===== config.mk =====
export PLATFORM = sky130hd
export DESIGN_NAME = imwt_ctrl
export DESIGN_NICKNAME = d
export VERILOG_FILES = /design/src/rtl/imwt_pkg.sv /design/src/rtl/imwt_ctrl.sv
export VERILOG_INCLUDE_DIRS = /design/src /design/src/rtl
export SDC_FILE = /design/constraint.sdc
export NUM_CORES = 1
export LEC_CHECK = 0
export ABC_AREA = 1
export BUFFER_PORTS_ARGS = -buffer_cell sky130_fd_sc_hd__buf_4
export CAP_MARGIN = 0
export CORE_AREA = 2 2 39 41
export CTS_BUF_LIST = sky130_fd_sc_hd__clkbuf_8
export DETAILED_ROUTE_END_ITERATION = 10
export DIE_AREA = 0 0 41 43
export GPL_ROUTABILITY_DRIVEN = 1
export HOLD_SLACK_MARGIN = 0.15
export PLACE_DENSITY_LB_ADDON = 0.12
export SETUP_SLACK_MARGIN = 0.02
export SLEW_MARGIN = 15
export SYNTH_ARGS = -nofsm -noshare
export SYNTH_HDL_FRONTEND = slang
export SYNTH_SLANG_ARGS = --single-unit

===== constraint.sdc =====
create_clock -name i_clk -period 1.1 [get_ports i_clk]
set_input_delay 0 -clock i_clk [delete_from_list [all_inputs] [get_ports i_clk]]
set_output_delay 0 -clock i_clk [all_outputs]
set_load 0.01 [all_outputs]

===== src/rtl/imu_window_mean_tilt_integrator_core_defines.svh =====
// Assertion macros shared by the windowed-mean IMU integrator RTL.
// Included by the controller and datapath modules; no other dependencies.
`ifndef IMU_WINDOW_MEAN_TILT_INTEGRATOR_CORE_DEFINES_SVH
`define IMU_WINDOW_MEAN_TILT_INTEGRATOR_CORE_DEFINES_SVH
`ifndef SYNTH
`define IMWT_ASSERT_IMP(label, clk, rst_n, ante, cons) \
    label: assert property (@(posedge clk) disable iff (!rst_n) (ante) |-> (cons)) \
        else $error("assertion failed");
`define IMWT_ASSERT_NXT(label, clk, rst_n, ante, cons) \
    label: assert property (@(posedge clk) disable iff (!rst_n) (ante) |=> (cons)) \
        else $error("assertion failed");
`else
`define IMWT_ASSERT_IMP(label, clk, rst_n, ante, cons)
`define IMWT_ASSERT_NXT(label, clk, rst_n, ante, cons)
`endif
`endif


===== src/rtl/imwt_pkg.sv =====
// Shared types, constants and arithmetic helpers of the windowed-mean IMU integrator.
// Used by imwt_ctrl, imwt_dp and the top level; depends on nothing else.
`timescale 1ns / 1ps
package imwt_pkg;

    localparam int WINDOW_DEF      = 16;
    localparam int SAMPLE_BITS_DEF = 16;
    localparam int NCH             = 7;
    localparam int ACC_W           = 32;
    localparam int CFG_W           = 16;
    localparam int CFG_IDX_W       = 1;

    localparam logic [CFG_IDX_W-1:0] CFG_TIME_STEP = 1'b0;
    localparam logic [CFG_IDX_W-1:0] CFG_DECAY     = 1'b1;

    localparam logic [CFG_W-1:0] TIME_STEP_RST = 16'd1311;
    localparam logic [CFG_W-1:0] DECAY_RST     = 16'd65208;

    localparam logic [18:0] TWO_PI_Q  = 19'd411775;
    localparam logic [18:0] PI_Q      = 19'd205887;
    localparam logic [18:0] HALF_PI_Q = 19'd102944;

    localparam logic signed [32:0] GRAVITY_Q = 33'sd642908;
    localparam logic signed [23:0] CORDIC_X0 = 24'sd39797;

    typedef enum logic [4:0] {
        OP_IDLE, OP_LOAD, OP_SUMS, OP_DIV,
        OP_M_ROLL, OP_A_ROLL, OP_M_PITCH, OP_A_PITCH, OP_M_YAW, OP_A_YAW,
        OP_COS_P, OP_COS_R,
        OP_M_G1, OP_A_G1, OP_M_G2, OP_A_G2,
        OP_M_V1, OP_A_V1, OP_M_V2, OP_A_V2,
        OP_M_DT2, OP_A_DT2, OP_M_P1, OP_A_P1, OP_M_P2, OP_A_P2, OP_M_P3, OP_A_P3,
        OP_PUBLISH
    } t_op;

    typedef struct packed {
        t_op  op;
        logic accept;
    } t_cmd;

    typedef struct packed {
        logic div_done;
        logic cos_done;
        logic out_busy;
    } t_stat;

    // Arctangent of 2^-i in Q16.16.
    function automatic logic signed [23:0] atan_q(logic [3:0] i);
        logic signed [23:0] v;
        case (i)
            4'd0:    v = 24'sd51472;
            4'd1:    v = 24'sd30386;
            4'd2:    v = 24'sd16055;
            4'd3:    v = 24'sd8150;
            4'd4:    v = 24'sd4091;
            4'd5:    v = 24'sd2047;
            4'd6:    v = 24'sd1024;
            4'd7:    v = 24'sd512;
            4'd8:    v = 24'sd256;
            4'd9:    v = 24'sd128;
            4'd10:   v = 24'sd64;
            4'd11:   v = 24'sd32;
            4'd12:   v = 24'sd16;
            4'd13:   v = 24'sd8;
            4'd14:   v = 24'sd4;
            default: v = 24'sd2;
        endcase
        return v;
    endfunction

    // Round half up, then drop s fraction bits (floor shift).
    function automatic logic signed [71:0] rnd72(logic signed [71:0] v, int s);
        return (v + (72'sd1 <<< (s - 1))) >>> s;
    endfunction

    function automatic logic signed [31:0] sat32(logic signed [71:0] v);
        logic signed [31:0] r;
        if (v > 72'sd2147483647) begin
            r = 32'sh7fffffff;
        end else if (v < -72'sd2147483648) begin
            r = 32'sh80000000;
        end else begin
            r = v[31:0];
        end
        return r;
    endfunction

endpackage


===== src/rtl/imwt_ctrl.sv =====
// Sequencing state machine of the windowed-mean IMU integrator.
// Depends on imwt_pkg and the shared assertion macro header.
`timescale 1ns / 1ps
`include "imu_window_mean_tilt_integrator_core_defines.svh"
module imwt_ctrl
    import imwt_pkg::*;
(
    input  logic  i_clk,
    input  logic  i_rst_n,
    input  logic  i_s_tvalid,
    output logic  o_s_tready,
    output t_cmd  o_cmd,
    input  t_stat i_stat
);

    typedef enum logic [4:0] {
        ST_IDLE, ST_LOAD, ST_SUMS, ST_DIV,
        ST_M_ROLL, ST_A_ROLL, ST_M_PITCH, ST_A_PITCH, ST_M_YAW, ST_A_YAW,
        ST_COS_P, ST_COS_R,
        ST_M_G1, ST_A_G1, ST_M_G2, ST_A_G2,
        ST_M_V1, ST_A_V1, ST_M_V2, ST_A_V2,
        ST_M_DT2, ST_A_DT2, ST_M_P1, ST_A_P1, ST_M_P2, ST_A_P2, ST_M_P3, ST_A_P3,
        ST_PUBLISH
    } t_state;

    t_state r_state;
    t_state n_state;
    t_op    n_op;

    always_comb begin
        n_state = r_state;
        n_op    = OP_IDLE;
        case (r_state)
            ST_IDLE: begin
                if (i_s_tvalid) n_state = ST_LOAD;
            end
            ST_LOAD:    begin n_op = OP_LOAD;    n_state = ST_SUMS;    end
            ST_SUMS:    begin n_op = OP_SUMS;    n_state = ST_DIV;     end
            ST_DIV: begin
                n_op = OP_DIV;
                if (i_stat.div_done) n_state = ST_M_ROLL;
            end
            ST_M_ROLL:  begin n_op = OP_M_ROLL;  n_state = ST_A_ROLL;  end
            ST_A_ROLL:  begin n_op = OP_A_ROLL;  n_state = ST_M_PITCH; end
            ST_M_PITCH: begin n_op = OP_M_PITCH; n_state = ST_A_PITCH; end
            ST_A_PITCH: begin n_op = OP_A_PITCH; n_state = ST_M_YAW;   end
            ST_M_YAW:   begin n_op = OP_M_YAW;   n_state = ST_A_YAW;   end
            ST_A_YAW:   begin n_op = OP_A_YAW;   n_state = ST_COS_P;   end
            ST_COS_P: begin
                n_op = OP_COS_P;
                if (i_stat.cos_done) n_state = ST_COS_R;
            end
            ST_COS_R: begin
                n_op = OP_COS_R;
                if (i_stat.cos_done) n_state = ST_M_G1;
            end
            ST_M_G1:    begin n_op = OP_M_G1;    n_state = ST_A_G1;    end
            ST_A_G1:    begin n_op = OP_A_G1;    n_state = ST_M_G2;    end
            ST_M_G2:    begin n_op = OP_M_G2;    n_state = ST_A_G2;    end
            ST_A_G2:    begin n_op = OP_A_G2;    n_state = ST_M_V1;    end
            ST_M_V1:    begin n_op = OP_M_V1;    n_state = ST_A_V1;    end
            ST_A_V1:    begin n_op = OP_A_V1;    n_state = ST_M_V2;    end
            ST_M_V2:    begin n_op = OP_M_V2;    n_state = ST_A_V2;    end
            ST_A_V2:    begin n_op = OP_A_V2;    n_state = ST_M_DT2;   end
            ST_M_DT2:   begin n_op = OP_M_DT2;   n_state = ST_A_DT2;   end
            ST_A_DT2:   begin n_op = OP_A_DT2;   n_state = ST_M_P1;    end
            ST_M_P1:    begin n_op = OP_M_P1;    n_state = ST_A_P1;    end
            ST_A_P1:    begin n_op = OP_A_P1;    n_state = ST_M_P2;    end
            ST_M_P2:    begin n_op = OP_M_P2;    n_state = ST_A_P2;    end
            ST_A_P2:    begin n_op = OP_A_P2;    n_state = ST_M_P3;    end
            ST_M_P3:    begin n_op = OP_M_P3;    n_state = ST_A_P3;    end
            ST_A_P3:    begin n_op = OP_A_P3;    n_state = ST_PUBLISH; end
            ST_PUBLISH: begin
                n_op = OP_PUBLISH;
                if (!i_stat.out_busy) n_state = ST_IDLE;
            end
            default:    n_state = ST_IDLE;
        endcase
    end

    always_ff @(posedge i_clk) begin
        if (!i_rst_n) begin
            r_state <= ST_IDLE;
        end else begin
            r_state <= n_state;
        end
    end

    assign o_s_tready   = (r_state == ST_IDLE);
    assign o_cmd.op     = n_op;
    assign o_cmd.accept = i_s_tvalid && o_s_tready;

    `IMWT_ASSERT_NXT(a_accept_loads, i_clk, i_rst_n, o_cmd.accept, r_state == ST_LOAD)
    `IMWT_ASSERT_NXT(a_div_holds, i_clk, i_rst_n,
        r_state == ST_DIV && !i_stat.div_done, r_state == ST_DIV)
    `IMWT_ASSERT_NXT(a_publish_ends, i_clk, i_rst_n,
        r_state == ST_PUBLISH && !i_stat.out_busy, r_state == ST_IDLE)

endmodule


# ---- Word level (Yosys, flattened, before mapping)
# Index checks and enable logic that the tools add are counted.
# W data, S select, Z words.
dict set report word_totals {
  reg_bits 5
  inputBits 6
  output_inout_bits 7
  wordCells 44
}
dict set report op_classes {
  eq_ne 33
  mux 7
  reduce_logical 3
}
# operator n
set op_table {}
lappend op_table {{$pmux W5 S29} 1}
lappend op_table {{$pmux W5 S28} 1}
lappend op_table {{$eq A5 B5 Y1 const B} 13}
lappend op_table {{$eq A5 B4 Y1 const B} 8}
lappend op_table {{$mux W5} 5}
lappend op_table {{$eq A5 B3 Y1 const B} 4}
lappend op_table {{$eq A5 B2 Y1 const B} 2}
lappend op_table {{$ne A2 B2 Y1 const B} 5}
lappend op_table {{$eq A5 B1 Y1 const B} 1}
lappend op_table {{$logic_not A5 Y1} 1}
lappend op_table {{$reduce_and A5 Y1} 1}
lappend op_table {{$logic_and A1 B1 Y1} 1}

# ---- Logic depth before layout (Yosys ltp)
dict set report depth {
  ltp_word 3
  ltp_mapped 9
  depth_no_buf 8
}

# ---- Worst setup path before layout
# Ideal clock, no wire load.
dict set report synth_path {
  path_kind {register to register}
  start {register r_state[3]}
  end {register r_state[1]}
  setup_ns 0.118
  arrival_ns 0.992
  required_ns 0.982
  setup_slack_ns -0.010
  path_stages_with_launch 8
  path_buffers 0
  period_less_slack_ns 1.110
  cell_sequence {dfxtp_1 -> inv_2 -> nor2_2 -> nand3b_2 -> nand3_1 -> nor2_2 -> nand2_1 -> a21oi_1}
}
dict set report synth_via {
  elab_chain_cells 3
  word_cells_on_any_way 36
  classes_between {eq/ne (33); mux (1); reduce/logical (2)}
}
# element line
set synth_rtl {}
lappend synth_rtl {{from (decl)} imwt_ctrl.sv:26} ;# t_state r_state;
lappend synth_rtl {{from (signal assigned)} imwt_ctrl.sv:85} ;# r_state <= n_state;
lappend synth_rtl {{$eq A5 B2 Y1 (tied with other cells)} imwt_ctrl.sv:33} ;# case (r_state)
lappend synth_rtl {{$ne A2 B2 Y1 (no line)} -}
lappend synth_rtl {{$reduce_and A5 Y1 (no line)} -}
# Several ways; a longest one is shown, not always the timed one.
# A chain may end at the register's enable or synchronous reset.

==> out/qor_table.md <==
| Result | This run |
| --- | --- |
| Core Rows | 14 |
| Number of antenna violations at the first check in global routing | 0 |
| H-Tree Depth | 1 |
| Maximum frequency from static timing analysis | 815 MHz |
| Switching component of the power | 0.513 mW |
| Kind of start point of the critical path | register |
| Type of the worst min-delay path | input port to register |
| Starting density of the core | 39.4% |
| Worst hold path cell count | 5 |
| Global-route usage over all layers | 23.0% |
| GPL Wtd Cong | 0.888 |
| Critical Setup Path Class | register to primary output |
| Full die area | 1760 sq um |
| Switching part of the total | 38.2% |
| GR Layer Usage met1 | 26.7% |
| Part of the total power dissipated in sequential elements | 20.4% |
| Routed WL per cell | 13.1 microns |
| Setup TNS | -0.940 ns |
| Most frequent cells in the layout | 26 x sky130_fd_sc_hd__buf_4, 14 x sky130_fd_sc_hd__nand2_1, 10 x sky130_fd_sc_hd__inv_2, 10 x sky130_fd_sc_hd__buf_6, 8 x sky130_fd_sc_hd__nor2_1 |
| Internal power consumption | 0.829 mW |
| Final Cycle Share | 112% |
| Number of DRC markers in iteration 0 | 19 |
| P_leak | 0.546 nW |
| Number of slew-limit violations in the final report | 0 |
| Clock latency at the later pin of the worst-skew pair | 0.22 ns |
| M2 GR Usage | 40.0% |
| Min Tclk post-route | 1.23 ns |
| Most common cell after layout, fill and taps aside | sky130_fd_sc_hd__buf_4 |
| Reg-to-reg critical path endpoint | r_state[0] |
| Synthesized instance count | 90 |
| Maximum buffer depth of the clock tree | 2 |
| Worst relative slew slack | 85.1% |
| Max reg flops | 5 |
| Syn_area_per_cell | 6.06 sq um |
| Worst Hold Path EP | r_state[1] |
| PD cells | 1300 nW/um^2 |
| Startpoint of the worst register-to-register path | r_state[0] |
| Setup Viol. Count Final | 12 |
| Die boundary height | 43 microns |
| Wirelength, routed | 1890 microns |
| Antenna Cells | 0 |
| Hold wc startpoint | i_stat[1] |
| Element type at the critical path end | primary output |
| Gr busiest metal | met2 |
| Logic pwr share | 55.3% |
| Tightest Pin Transition | 0.222 ns |
| TritonCTS buffer count | 3 |
| Worst Path Max Fanout | 3 |
| Clock share of power | 24.3% |
| Share of the core filled with cells | 74.5% |
| Unique masters post-synth | 22 |
| Count of antenna-violating nets left after detailed routing | 0 |
| Worst reg-to-reg path cell count | 6 |
| Area share of the largest cell type after synthesis | 18.3% |
| Unrepaired setup endpoints after global routing | yes |
| Core footprint | 1380 sq um |
| Synthesized Nets | 96 |
| Total standard cell area after synthesis | 546 sq um |
| Fraction of layout cells with a size suffix above 1 | 62.5% |
| Via count of the first global-routing pass | 673 |
| Flip-flop and latch count after synthesis | 5 |
| GR Overflow Total | 0 |
| Clock tree from TritonCTS | yes |
| Flop2flop setup slack | -0.11 ns |
| Via density per instance | 5.18 |
| Worst setup margin | -0.127 ns |
| Maximum number of pins on one net before global-route repair | 10 |
| Met3 usage | 7.85% |
| Cell total after placement | 131 |
| Layout fillers | 110 |
| Count of endpoints failing hold in the final timing report | 0 |
| WP data required | 1.10 ns |
| Overall Power | 1.34 mW |
| Result of the run | complete, but fails checks |
| Clock tree root buffer cell | sky130_fd_sc_hd__clkbuf_8 |
| Worst clock skew | 0.00137 ns |
| Die outline width | 41 microns |
| Remaining routing DRC violations | 0 |
| Post-CTS clock slew at the launch and capture registers of the worst setup and hold paths | 0.03 ns |
| Top area cells in the synthesized netlist | sky130_fd_sc_hd__dfxtp_1 18%, sky130_fd_sc_hd__nand2_1 12%, sky130_fd_sc_hd__inv_1 8.3%, sky130_fd_sc_hd__nand3_1 7.3%, sky130_fd_sc_hd__nor2_1 6.9% |
| Final Non-Filler Cells | 144 |
| Sequential-to-total area share from yosys stat | 18.3% |
| Top register by number of flip-flops | r_state |
| IR Drop Worst-Case VDD | 1080 uV |
| Largest registers | r_state: 5 flops |
| Post-DP HPWL | 1270 microns |
| Arrival time worst endpoint | 1.23 ns |
| Total of warnings raised by yosys | 0 |
| Final layout net count | 135 |
| Area growth from synthesis to layout | 89.0% |
| Total I/O pin count | 13 |
| Cell taking the most area after synthesis | sky130_fd_sc_hd__dfxtp_1 |
| Violated checks | setup timing |
| Number of vias after detailed routing | 746 |
| Number of buffers inserted by port buffering | 12 |
| Global-route wire length before repair | 2770 microns |
| DR pass1 iterations | 4 |
| Max cap viols | 0 |
| Number of clock sinks | 5 |
[cell families (layout without fill, tap and decap cells)]
| kind of cell | after synthesis | after routing | share of synthesized area, % |
|---|---|---|---|
| AND/OR/NAND/NOR | 48 | 48 | 46.3 |
| buffers and inverters | 22 | 60 | 18.6 |
| AO/OA/AOI/OAI | 15 | 15 | 16.7 |
| flip-flops | 5 | 5 | 18.3 |
[per-stage QoR]
step	instance area, sq um	worst slack (ns)	hold slack [ns]
after floorplan	551	0.0211	0.128
after global placement	751	-0.142	0.308
after detailed placement	751	-0.182	0.313
after CTS	888	-0.102	0.207
after global routing	1030	-0.179	0.239
final	1030	-0.127	0.218
[layer usage]
| layer | routed length, microns | part of all wire (%) |
|---|---|---|
| met3 | 85 | 4.5 |
| met1 | 757 | 40 |
| met5 | 0 | 0 |
| met2 | 1050 | 55 |
| met4 | 0 | 0 |
[worst max-delay path, stage by stage, from the launching register on]
cell and delay, ns:
sky130_fd_sc_hd__dfxtp_4 0.36, sky130_fd_sc_hd__buf_4 0.14, sky130_fd_sc_hd__buf_4 0.14, sky130_fd_sc_hd__a31oi_1 0.21
sky130_fd_sc_hd__buf_4 0.16
[layout make-up]
class | count | area, sq um | share of cell area, %
Inverter | 19 | 86.3 | 8.37
Timing Repair Buffer | 37 | 318 | 30.8
Clock inverter | 1 | 3.75 | 0.364
Clock buffer | 3 | 41.3 | 4.00
Tap cell | 16 | 20.0 | 1.94
Multi-Input combinational cell | 63 | 443 | 43.0
Sequential cell | 5 | 119 | 11.5
[synth_stat cells]
master / number
sky130_fd_sc_hd__a21oi_1: 7
sky130_fd_sc_hd__a31oi_1: 1
sky130_fd_sc_hd__a32oi_1: 2
sky130_fd_sc_hd__buf_4: 1
sky130_fd_sc_hd__buf_6: 2
sky130_fd_sc_hd__clkinv_1: 1
sky130_fd_sc_hd__dfxtp_1: 5
sky130_fd_sc_hd__inv_1: 12
sky130_fd_sc_hd__inv_2: 6
sky130_fd_sc_hd__nand2_1: 17
sky130_fd_sc_hd__nand2_2: 1
sky130_fd_sc_hd__nand3_1: 8
sky130_fd_sc_hd__nand3_2: 2
sky130_fd_sc_hd__nand3b_2: 1
sky130_fd_sc_hd__nand4_2: 2
sky130_fd_sc_hd__nor2_1: 10
sky130_fd_sc_hd__nor2_2: 6
sky130_fd_sc_hd__nor2_4: 1
sky130_fd_sc_hd__o211ai_1: 1
sky130_fd_sc_hd__o21ai_0: 2
sky130_fd_sc_hd__o221ai_1: 1
sky130_fd_sc_hd__o22ai_1: 1
[worst max path at each step]
stage,startpoint,end,slack (ns),cells past startpoint
floorplan,r_state[2],r_state[1],0.02,7
global placement,r_state[0],r_state[3],-0.14,7
detailed placement,r_state[0],r_state[1],-0.18,7
CTS,r_state[1],r_state[0],-0.10,6
global route,r_state[0],r_state[0],-0.18,6
finish,r_state[4],o_cmd[4],-0.13,4
[power groups by stage]
stage / sequential (mW) / clock [mW] / combinational, mW
6_report: 0.274 / 0.326 / 0.743
5_1_grt: 0.275 / 0.349 / 0.811
4_1_cts: 0.270 / 0.334 / 0.630
3_5_place_dp: 0.267 / 0 / 0.488
3_3_place_gp: 0.265 / 0 / 0.483
2_1_floorplan: 0.228 / 0 / 0.318
[what timing repair did]
| item | in CTS | in global routing |
|---|---|---|
| hold buffers | 1 | 0 |
| pin swaps | 3 | 11 |
| gates cloned | 0 | 0 |
| setup buffers | 3 | 5 |
| gates resized for setup | 19 | 30 |
| endpoints found under the setup margin | 12 | 12 |
| hold endpoints to repair | 5 | 0 |
Note: power is estimated with default switching activity, not from simulation.
